**src/hdl/tet_pkg.sv**
```systemverilog
package tet_pkg;

  // One command or operand byte.
  typedef logic [7:0] cmd_t;

  // Internal command codes that need special handling.
  localparam cmd_t CmdBasicLast   = 8'h11;
  localparam cmd_t CmdVolume      = 8'h0C;
  localparam cmd_t CmdGlobalVol   = 8'h10;
  localparam cmd_t CmdPanSlide    = 8'h14;
  localparam cmd_t CmdPanSlideAlt = 8'h51;
  localparam cmd_t CmdRetrig      = 8'h15;
  localparam cmd_t CmdTempo       = 8'h16;
  localparam cmd_t CmdKeepA       = 8'h19;
  localparam cmd_t CmdKeepB       = 8'h1B;
  localparam cmd_t CmdSpeed       = 8'h1C;
  localparam cmd_t CmdTremor      = 8'h1D;
  localparam cmd_t CmdOffset      = 8'h1F;
  localparam cmd_t CmdArpeggio    = 8'h20;
  localparam cmd_t CmdJump        = 8'h2B;
  localparam cmd_t CmdExtFirst    = 8'h30;
  localparam cmd_t CmdExtLast     = 8'h3F;
  localparam cmd_t CmdXFineUp     = 8'h41;
  localparam cmd_t CmdXFineDown   = 8'h42;
  localparam cmd_t CmdPortaUp     = 8'h43;
  localparam cmd_t CmdPortaDown   = 8'h44;
  localparam cmd_t CmdVolSlideUp  = 8'h45;
  localparam cmd_t CmdVolSlideDn  = 8'h46;
  localparam cmd_t CmdPortaUpAlt  = 8'h47;
  localparam cmd_t CmdPortaDnAlt  = 8'h48;
  localparam cmd_t CmdVolSlide    = 8'h49;
  localparam cmd_t CmdFineVolUp   = 8'h4B;
  localparam cmd_t CmdFineVolDn   = 8'h4C;
  localparam cmd_t CmdSlideUpQtr  = 8'h4D;
  localparam cmd_t CmdSlideDnQtr  = 8'h4E;

  // Target command codes.
  localparam cmd_t OutNone        = 8'h00;
  localparam cmd_t OutPortaUp     = 8'h01;
  localparam cmd_t OutPortaDown   = 8'h02;
  localparam cmd_t OutOffset      = 8'h09;
  localparam cmd_t OutVolSlide    = 8'h0A;
  localparam cmd_t OutJump        = 8'h0B;
  localparam cmd_t OutExtended    = 8'h0E;
  localparam cmd_t OutSpeed       = 8'h0F;
  localparam cmd_t OutXFine       = 8'h21;

  // Operand limits and nibble bases.
  localparam cmd_t TempoMin       = 8'd32;
  localparam cmd_t SpeedMax       = 8'd31;
  localparam cmd_t FineThreshold  = 8'hE0;
  localparam cmd_t BaseUp         = 8'h10;
  localparam cmd_t BaseDown       = 8'h20;
  localparam cmd_t BaseFineVolUp  = 8'hA0;
  localparam cmd_t BaseFineVolDn  = 8'hB0;
  localparam logic [8:0] ScaleDiv = 9'd255;

endpackage

```
**src/hdl/tracker_effect_translator.sv**
```systemverilog
// Effect command translator.
// Input channel: in_valid_i / in_stall_o carry effect_in_i and operand_in_i;
// a transfer happens at a rising edge with in_valid_i high and in_stall_o low.
// Output channel: out_valid_o / out_stall_i carry effect_out_o and
// operand_out_o; the result is taken at an edge with out_valid_o high and
// out_stall_i low. Every input transfer gives exactly one result, in order.
// A result passes from the input register through the translation logic into
// the result register, which offers it on out_valid_o until it is taken.
// Throughput: one item per cycle while out_stall_i is low; two register stages.
// When the receiver stalls, the result register holds its value, the input
// register fills, and in_stall_o rises until the result is taken.
// Reset (rst_ni low) empties both stages at once; any item in flight is
// dropped and out_valid_o goes low.
module tracker_effect_translator (
  input  logic          clk_i,
  input  logic          rst_ni,
  input  logic          in_valid_i,
  output logic          in_stall_o,
  input  tet_pkg::cmd_t effect_in_i,
  input  tet_pkg::cmd_t operand_in_i,
  output logic          out_valid_o,
  input  logic          out_stall_i,
  output tet_pkg::cmd_t effect_out_o,
  output tet_pkg::cmd_t operand_out_o
);
  import tet_pkg::*;

  logic in_valid_q;
  cmd_t in_effect_q;
  cmd_t in_operand_q;
  logic out_valid_q;
  logic out_valid_d;
  cmd_t out_effect_q;
  cmd_t out_operand_q;
  cmd_t xl_effect;
  cmd_t xl_operand;
  logic out_advance;
  logic in_take;

  // The result stage can load when it is empty or its result leaves now.
  assign out_advance = !out_valid_q || !out_stall_i;
  assign in_stall_o  = in_valid_q && !out_advance;
  assign in_take     = in_valid_i && !in_stall_o;
  assign out_valid_d = in_valid_q || (out_valid_q && out_stall_i);

  // Stage valid flags.
  always_ff @(posedge clk_i or negedge rst_ni) begin
    if (!rst_ni) begin
      in_valid_q  <= 1'b0;
      out_valid_q <= 1'b0;
    end else begin
      if (out_advance || in_take) begin
        in_valid_q <= in_take;
      end
      if (out_advance) begin
        out_valid_q <= out_valid_d;
      end
    end
  end

  // Input register captures each transfer.
  always_ff @(posedge clk_i) begin
    if (in_take) begin
      in_effect_q  <= effect_in_i;
      in_operand_q <= operand_in_i;
    end
  end

  tet_xlate u_xlate (
    .effect_i  (in_effect_q),
    .operand_i (in_operand_q),
    .effect_o  (xl_effect),
    .operand_o (xl_operand)
  );

  // Result register holds steady while the receiver stalls.
  always_ff @(posedge clk_i) begin
    if (out_advance && in_valid_q) begin
      out_effect_q  <= xl_effect;
      out_operand_q <= xl_operand;
    end
  end

  assign out_valid_o   = out_valid_q;
  assign effect_out_o  = out_effect_q;
  assign operand_out_o = out_operand_q;

endmodule

```
**src/hdl/tet_xlate.sv**
```systemverilog
module tet_xlate (
  input  tet_pkg::cmd_t effect_i,
  input  tet_pkg::cmd_t operand_i,
  output tet_pkg::cmd_t effect_o,
  output tet_pkg::cmd_t operand_o
);
  import tet_pkg::*;

  logic [3:0] hi;
  logic [3:0] lo;
  logic [8:0] scale_rem;
  cmd_t       scaled;
  logic       up;
  cmd_t       base;
  cmd_t       fine_vol;
  logic [3:0] x_nib;
  logic       bad_a;
  logic       bad_b;
  cmd_t       oe;
  cmd_t       op;

  assign hi = operand_i[7:4];
  assign lo = operand_i[3:0];

  // Volume rescale operand*64/255: the quotient estimate operand>>2 is at most
  // one short, and the remainder stays below twice the divisor.
  assign scale_rem = {1'b0, operand_i[1:0], 6'b0} + {3'b0, operand_i[7:2]};
  assign scaled    = {2'b0, operand_i[7:2]} + ((scale_rem >= ScaleDiv) ? 8'd1 : 8'd0);

  // Fine volume operand is the quarter value limited to one nibble.
  assign fine_vol = (operand_i[7:6] != 2'b00) ? 8'h0F : {4'h0, operand_i[5:2]};

  // Volume slide nibble patterns: bad_a has an F nibble beside a nonzero one, bad_b an F nibble beside a zero one.
  assign bad_a = ((lo == 4'hF) && (hi != 4'h0)) || ((hi == 4'hF) && (lo != 4'h0));
  assign bad_b = ((lo == 4'hF) && (hi == 4'h0)) || ((hi == 4'hF) && (lo == 4'h0));

  // Command translation.
  always_comb begin
    oe    = OutNone;
    op    = 8'h00;
    up    = 1'b0;
    base  = 8'h00;
    x_nib = lo;
    if ((effect_i >= 8'h01) && (effect_i <= CmdBasicLast)) begin
      oe = effect_i;
      op = ((effect_i == CmdVolume) || (effect_i == CmdGlobalVol)) ? scaled : operand_i;
    end else if ((effect_i == CmdPanSlide) || (effect_i == CmdPanSlideAlt)) begin
      oe = CmdPanSlide;
      op = operand_i;
    end else if ((effect_i == CmdRetrig) || (effect_i == CmdKeepA) ||
                 (effect_i == CmdKeepB) || (effect_i == CmdTremor)) begin
      oe = effect_i;
      op = operand_i;
    end else if (effect_i == CmdTempo) begin
      if (operand_i != 8'h00) begin
        oe = OutSpeed;
        op = (operand_i < TempoMin) ? TempoMin : operand_i;
      end
    end else if (effect_i == CmdSpeed) begin
      if (operand_i != 8'h00) begin
        oe = OutSpeed;
        op = (operand_i > SpeedMax) ? SpeedMax : operand_i;
      end
    end else if (effect_i == CmdOffset) begin
      oe = OutOffset;
      op = operand_i;
    end else if (effect_i == CmdJump) begin
      oe = OutJump;
      op = operand_i;
    end else if ((effect_i >= CmdExtFirst) && (effect_i <= CmdExtLast)) begin
      oe = OutExtended;
      op = {effect_i[3:0], lo};
    end else if (effect_i == CmdArpeggio) begin
      if (operand_i != 8'h00) begin
        oe = OutNone;
        op = operand_i;
      end
    end else if (effect_i == CmdXFineUp) begin
      oe = OutXFine;
      op = BaseUp + {4'h0, lo};
    end else if (effect_i == CmdXFineDown) begin
      oe = OutXFine;
      op = BaseDown + {4'h0, lo};
    end else if ((effect_i == CmdPortaUp) || (effect_i == CmdPortaDown) ||
                 (effect_i == CmdPortaUpAlt) || (effect_i == CmdPortaDnAlt)) begin
      up   = (effect_i == CmdPortaUp) || (effect_i == CmdPortaUpAlt);
      base = up ? BaseUp : BaseDown;
      if (operand_i >= FineThreshold) begin
        if (hi == 4'hF) begin
          oe = OutExtended;
          op = base + {4'h0, lo};
        end else begin
          oe = OutXFine;
          op = base + ((effect_i <= CmdPortaDown) ? {5'h0, lo[3:1]} : {4'h0, lo});
        end
      end else if (operand_i != 8'h00) begin
        oe = up ? OutPortaUp : OutPortaDown;
        op = operand_i;
      end
    end else if ((effect_i == CmdVolSlideUp) || (effect_i == CmdVolSlideDn)) begin
      base = (effect_i == CmdVolSlideUp) ? BaseFineVolUp : BaseFineVolDn;
      if (operand_i >= FineThreshold) begin
        oe = OutExtended;
        op = base + ((hi == 4'hF) ? {4'h0, lo} : {6'h0, lo[3:2]});
      end else if (operand_i != 8'h00) begin
        oe = OutVolSlide;
        op = (effect_i == CmdVolSlideUp) ? {operand_i[5:2], 4'h0} : {4'h0, operand_i[5:2]};
      end
    end else if (effect_i == CmdVolSlide) begin
      if (operand_i != 8'h00) begin
        if (!bad_a) begin
          if ((lo != 4'h0) && (hi != 4'h0)) begin
            x_nib = 4'h0;
          end
          if (hi != 4'h0) begin
            oe = OutVolSlide;
            op = {hi, 4'h0};
          end else if (x_nib != 4'h0) begin
            oe = OutVolSlide;
            op = {4'h0, x_nib};
          end
        end else if (!bad_b) begin
          if (lo == 4'hF) begin
            oe = OutExtended;
            op = BaseFineVolUp + {4'h0, hi};
          end else if (hi == 4'hF) begin
            oe = OutExtended;
            op = BaseFineVolDn + {4'h0, lo};
          end
        end
      end
    end else if ((effect_i == CmdFineVolUp) || (effect_i == CmdFineVolDn)) begin
      oe = OutExtended;
      op = fine_vol + ((effect_i == CmdFineVolUp) ? BaseFineVolUp : BaseFineVolDn);
    end else if (effect_i == CmdSlideUpQtr) begin
      oe = OutPortaUp;
      op = {2'b0, operand_i[7:2]};
    end else if (effect_i == CmdSlideDnQtr) begin
      oe = OutPortaDown;
      op = {2'b0, operand_i[7:2]};
    end
  end

  assign effect_o  = oe;
  assign operand_o = op;

endmodule

```
**config.mk**
```make
export PLATFORM = sky130hd
export DESIGN_NAME = tracker_effect_translator
export DESIGN_NICKNAME = d
export VERILOG_FILES = /design/src/hdl/tet_pkg.sv /design/src/hdl/tracker_effect_translator.sv /design/src/hdl/tet_xlate.sv
export SDC_FILE = /design/constraint.sdc
export NUM_CORES = 1
export LEC_CHECK = 0
export BUFFER_PORTS_ARGS = -buffer_cell sky130_fd_sc_hd__buf_4
export CELL_PAD_IN_SITES_DETAIL_PLACEMENT = 1
export CELL_PAD_IN_SITES_GLOBAL_PLACEMENT = 1
export CORE_ASPECT_RATIO = 0.7
export CORE_MARGIN = 2
export CORE_UTILIZATION = 30
export DETAILED_ROUTE_END_ITERATION = 7
export GPL_TIMING_DRIVEN = 1
export PLACE_DENSITY = 0.6
export SLEW_MARGIN = 20
export SYNTH_ARGS = -nofsm -noshare
export SYNTH_HDL_FRONTEND = slang
export SYNTH_SLANG_ARGS = --single-unit
```
**constraint.sdc**
```tcl
create_clock -name clk_i -period 5.95 [get_ports clk_i]
set_input_delay 0.595 -clock clk_i [delete_from_list [all_inputs] [get_ports clk_i]]
set_output_delay 0.595 -clock clk_i [all_outputs]
set_load 0.02 [all_outputs]
```
==> metrics.md <==
| Metric | Value |
|---|---|
| Status | `complete, no violations` |
| Reg clk slew, reported paths | `0.06 ns` |
| Deepest clock path buffer count | `2` |
| Share of cells above drive strength 1 | `roughly 15%` |
| NetSw | `0.222 mW` |
| Slew HR | `a little over a quarter` |
| Most Crowded Layer GR | `met2` |
| Core box area | `9800 um2` |
| Final TNS setup | `0 ns` |
| PwrDens | `roughly 200 nW/um2` |
| Multi-input logic area | `1880 um2` |
| Main flop type after synthesis | `edfxtp_1` |
| Final wirelength | `11600 um` |
| Clock Power Share | `35.4%` |
| Worst-Skew Late Latency | `just under 0.3 ns` |
| Synthesis-stage register bit count | `34` |
| Gate Count Post-Synth | `368` |
| Largest net degree at the start of global routing | `35` |
| Setup Skew | `between 0.007 and 0.008 ns` |
| Remaining DRCs | `0` |
| Hold WS | `0.0772 ns` |
| Post-DP HPWL | `8370 um` |
| Port bufs | `37` |
| Warnings, synthesis | `0` |
| Die ar. | `between 10000 and 15000 um2` |
| N_diodes | `0` |
| Synth top area cells | `edfxtp_1 32%, o21ai_0 4.3%, a21oi_1 3.9%` |
| Most frequent cells after synthesis | `32 x edfxtp_1, 27 x clkbuf_1, 27 x nor2_1` |
| Flop pwr share | `44.3%` |
| CTS resizes | `0` |
| First-pass GRT wire length | `about 18000 um` |
| Final setup violation count | `0` |
| Global-route met3 utilization | `5.26%` |
| CP startpoint kind | `register` |
| Gpl congestion | `slightly above 0.9` |
| Data arrival time of the worst path | `between 3 and 4 ns` |
| NumNets Final | `~400` |
| WL/cell | `22.7 um` |
| Switching share of power | `between 30% and 40%` |
| Final core utilization | `between 30% and 40%` |
| Seq/Total Area, Yosys | `between 30 and 40%` |
| Most numerous cell in the Yosys netlist | `edfxtp_1` |
| CTS tree | `done` |
| Clock sinks | `34` |
| Initial Util | `about 31%` |
| Cell internal pwr | `approximately 0.50 mW` |
| Worst VDD drop | `between 0.1 and 0.15 mV` |
| Drt pass-1 iters | `6` |
| Leading area contributor after synthesis | `edfxtp_1` |
| CP Max Fanout | `30` |
| Via density | `approximately 6.3` |
| Final Hold Viols | `0` |
| Root cell of the clock tree | `clkbuf_16` |
| Mapped Area | `around 3000 um2` |
| M1 GR Usage | `a little under a third` |
| Post-synth EDFFs | `32` |
| Reg-to-Reg Start | `in_effect_q[0]` |
| Cell variety after synth | `75` |
| Initial antenna violation count | `0` |
| Max Cap Viol | `0` |
| Vias after detailed routing | `~3200` |
| Final cycle utilization of the critical path | `roughly 55%` |
| Synthesized area per cell | `around 8.3 um2` |
| Crit path from | `in_effect_q[0]` |
| Post-route ant nets | `0` |
| Area Overhead vs Synth | `16.2%` |
| LEAKAGE | `approximately 1.3 nW` |
| Filler cells | `1182` |
| Met2 Track Usage GR | `roughly a third` |
| Synth top area share | `31.5%` |
| Worst-Margin Slew | `roughly 1.1 ns` |
| RSZ-0062 raised after global routing | `no` |
| Synth async-reset ratio | `under 10%` |
| Max Fclk | `303 MHz` |
| Row count | `30` |
| Die width | `125 um` |
| Minimum clock period | `3.30 ns` |
| GRT Util Overall | `21.4%` |
| Max-slew violations | `0` |
| Htree depth | `2` |
| Reg area | `roughly 1000 um2` |
| I/O pins | `38` |
| Worst hold path type | `input pin to async pin` |
| Setup Fix Bufs, Post-CTS | `0` |
| Crit Path Class | `register to register` |
| Vias in the first global route | `3093` |
| GR Overflow Total | `0` |
| Critical Path Sink Type | `register` |
| Hold Buf Count CTS | `0` |
| Crit path required time | `5.96 ns` |
| Die Y | `between 80 and 90 um` |
| CTS Buf Count | `5` |
| Part of the power in combinational logic | `between 20% and 30%` |
| DR iter-0 viols | `400` |
critical path, cell delays in order (launching register included):
cell	delay, ns
edfxtp_1	0.96
nor2b_1	0.52
nand4_1	0.26
o21ai_0	0.58
nor2_1	0.11
a221oi_1	0.43
a22oi_1	0.15
cell families (layout without fill, tap and decap cells):
logic type | Yosys count | count (layout) | share of synthesized area [%]
compound gates | 131 | 131 | 30.2
xor+xnor | 3 | 3 | 0.862
fa+ha+maj | 2 | 2 | 0.820
buf+inv | 43 | 59 | 5.66
flops | 34 | 34 | 33.1
mux | 4 | 4 | 1.39
other cells | 1 | 2 | 0.123
simple gates | 150 | 150 | 27.8
final cells by class:
type                       instances  area share (%)
inverter                           8           0.847
timing repair buffer              43            9.11
clock buffer                       8            3.85
tap                              128            4.52
multi-input combinational        292            53.1
sequential                        34            28.5
state kept, by name, summed over array words and instances (netlist names):
| register | count |
|---|---|
| in_valid_q | 1 |
| out_valid_o | 1 |
| in_effect_q | 8 |
| in_operand_q | 8 |
| effect_out_o | 8 |
| operand_out_o | 8 |
power groups by stage:
stage	clock (mW)	combinational [mW]	sequential, mW
final	0.255	0.146	0.319
after global routing	0.272	0.157	0.322
after CTS	0.262	0.144	0.318
after detailed placement	0	0.143	0.323
after global placement	0	0.143	0.321
after floorplan	0	0.0947	0.310
metal layers:
layer / vias up / share of wire (%) / wire, um
met5: - / 0 / 0
met4: 0 / 0.84 / 98
met3: 10 / 10 / 1220
met2: 169 / 42 / 4920
met1: 1593 / 46 / 5410
li1: 1477 / - / -
stage by stage:
stage | power [mW] | cells | worst slack [ns] | area (um2)
after floorplan | 0.405 | 369 | 3.46 | 3050
after global placement | 0.464 | 505 | 2.42 | 3400
after detailed placement | 0.466 | 505 | 2.74 | 3410
after CTS | 0.724 | 513 | 2.73 | 3540
after global routing | 0.751 | 513 | 2.41 | 3540
final | 0.720 | 513 | 2.65 | 3540
cells in the final DEF, fill, tap and decap left out, types with 6 or more instances in the layout:
| cell type | Yosys | layout |
|---|---|---|
| o21ai_0 | 26 | 26 |
| nor4_1 | 8 | 8 |
| edfxtp_1 | 32 | 32 |
| o21a_1 | 6 | 6 |
| inv_1 | 8 | 8 |
| a21oi_1 | 24 | 24 |
| nor2b_1 | 10 | 10 |
| nand4_1 | 6 | 6 |
| a211oi_1 | 6 | 6 |
| nor3_1 | 10 | 10 |
| nor2_1 | 27 | 27 |
| buf_4 | 0 | 43 |
| nand2b_1 | 10 | 10 |
| o31ai_1 | 7 | 7 |
| nor3b_1 | 6 | 6 |
| nand3_1 | 13 | 13 |
| a221oi_1 | 7 | 7 |
| o211ai_1 | 8 | 8 |
| nand2_1 | 23 | 23 |
final timing paths:
path                            slack, ns  cells after the start          endpoint
worst max-delay path                 2.65                      6  operand_out_o[4]
worst min-delay path                 0.08                      1       out_valid_o
worst max register to register       2.65                      6  operand_out_o[4]
worst min register to register       0.48                      1       out_valid_o
max in group asynchronous            5.78                      1        in_valid_q
min in group clk_i                   0.48                      1       out_valid_o
Power figures use the tool's default switching activity.
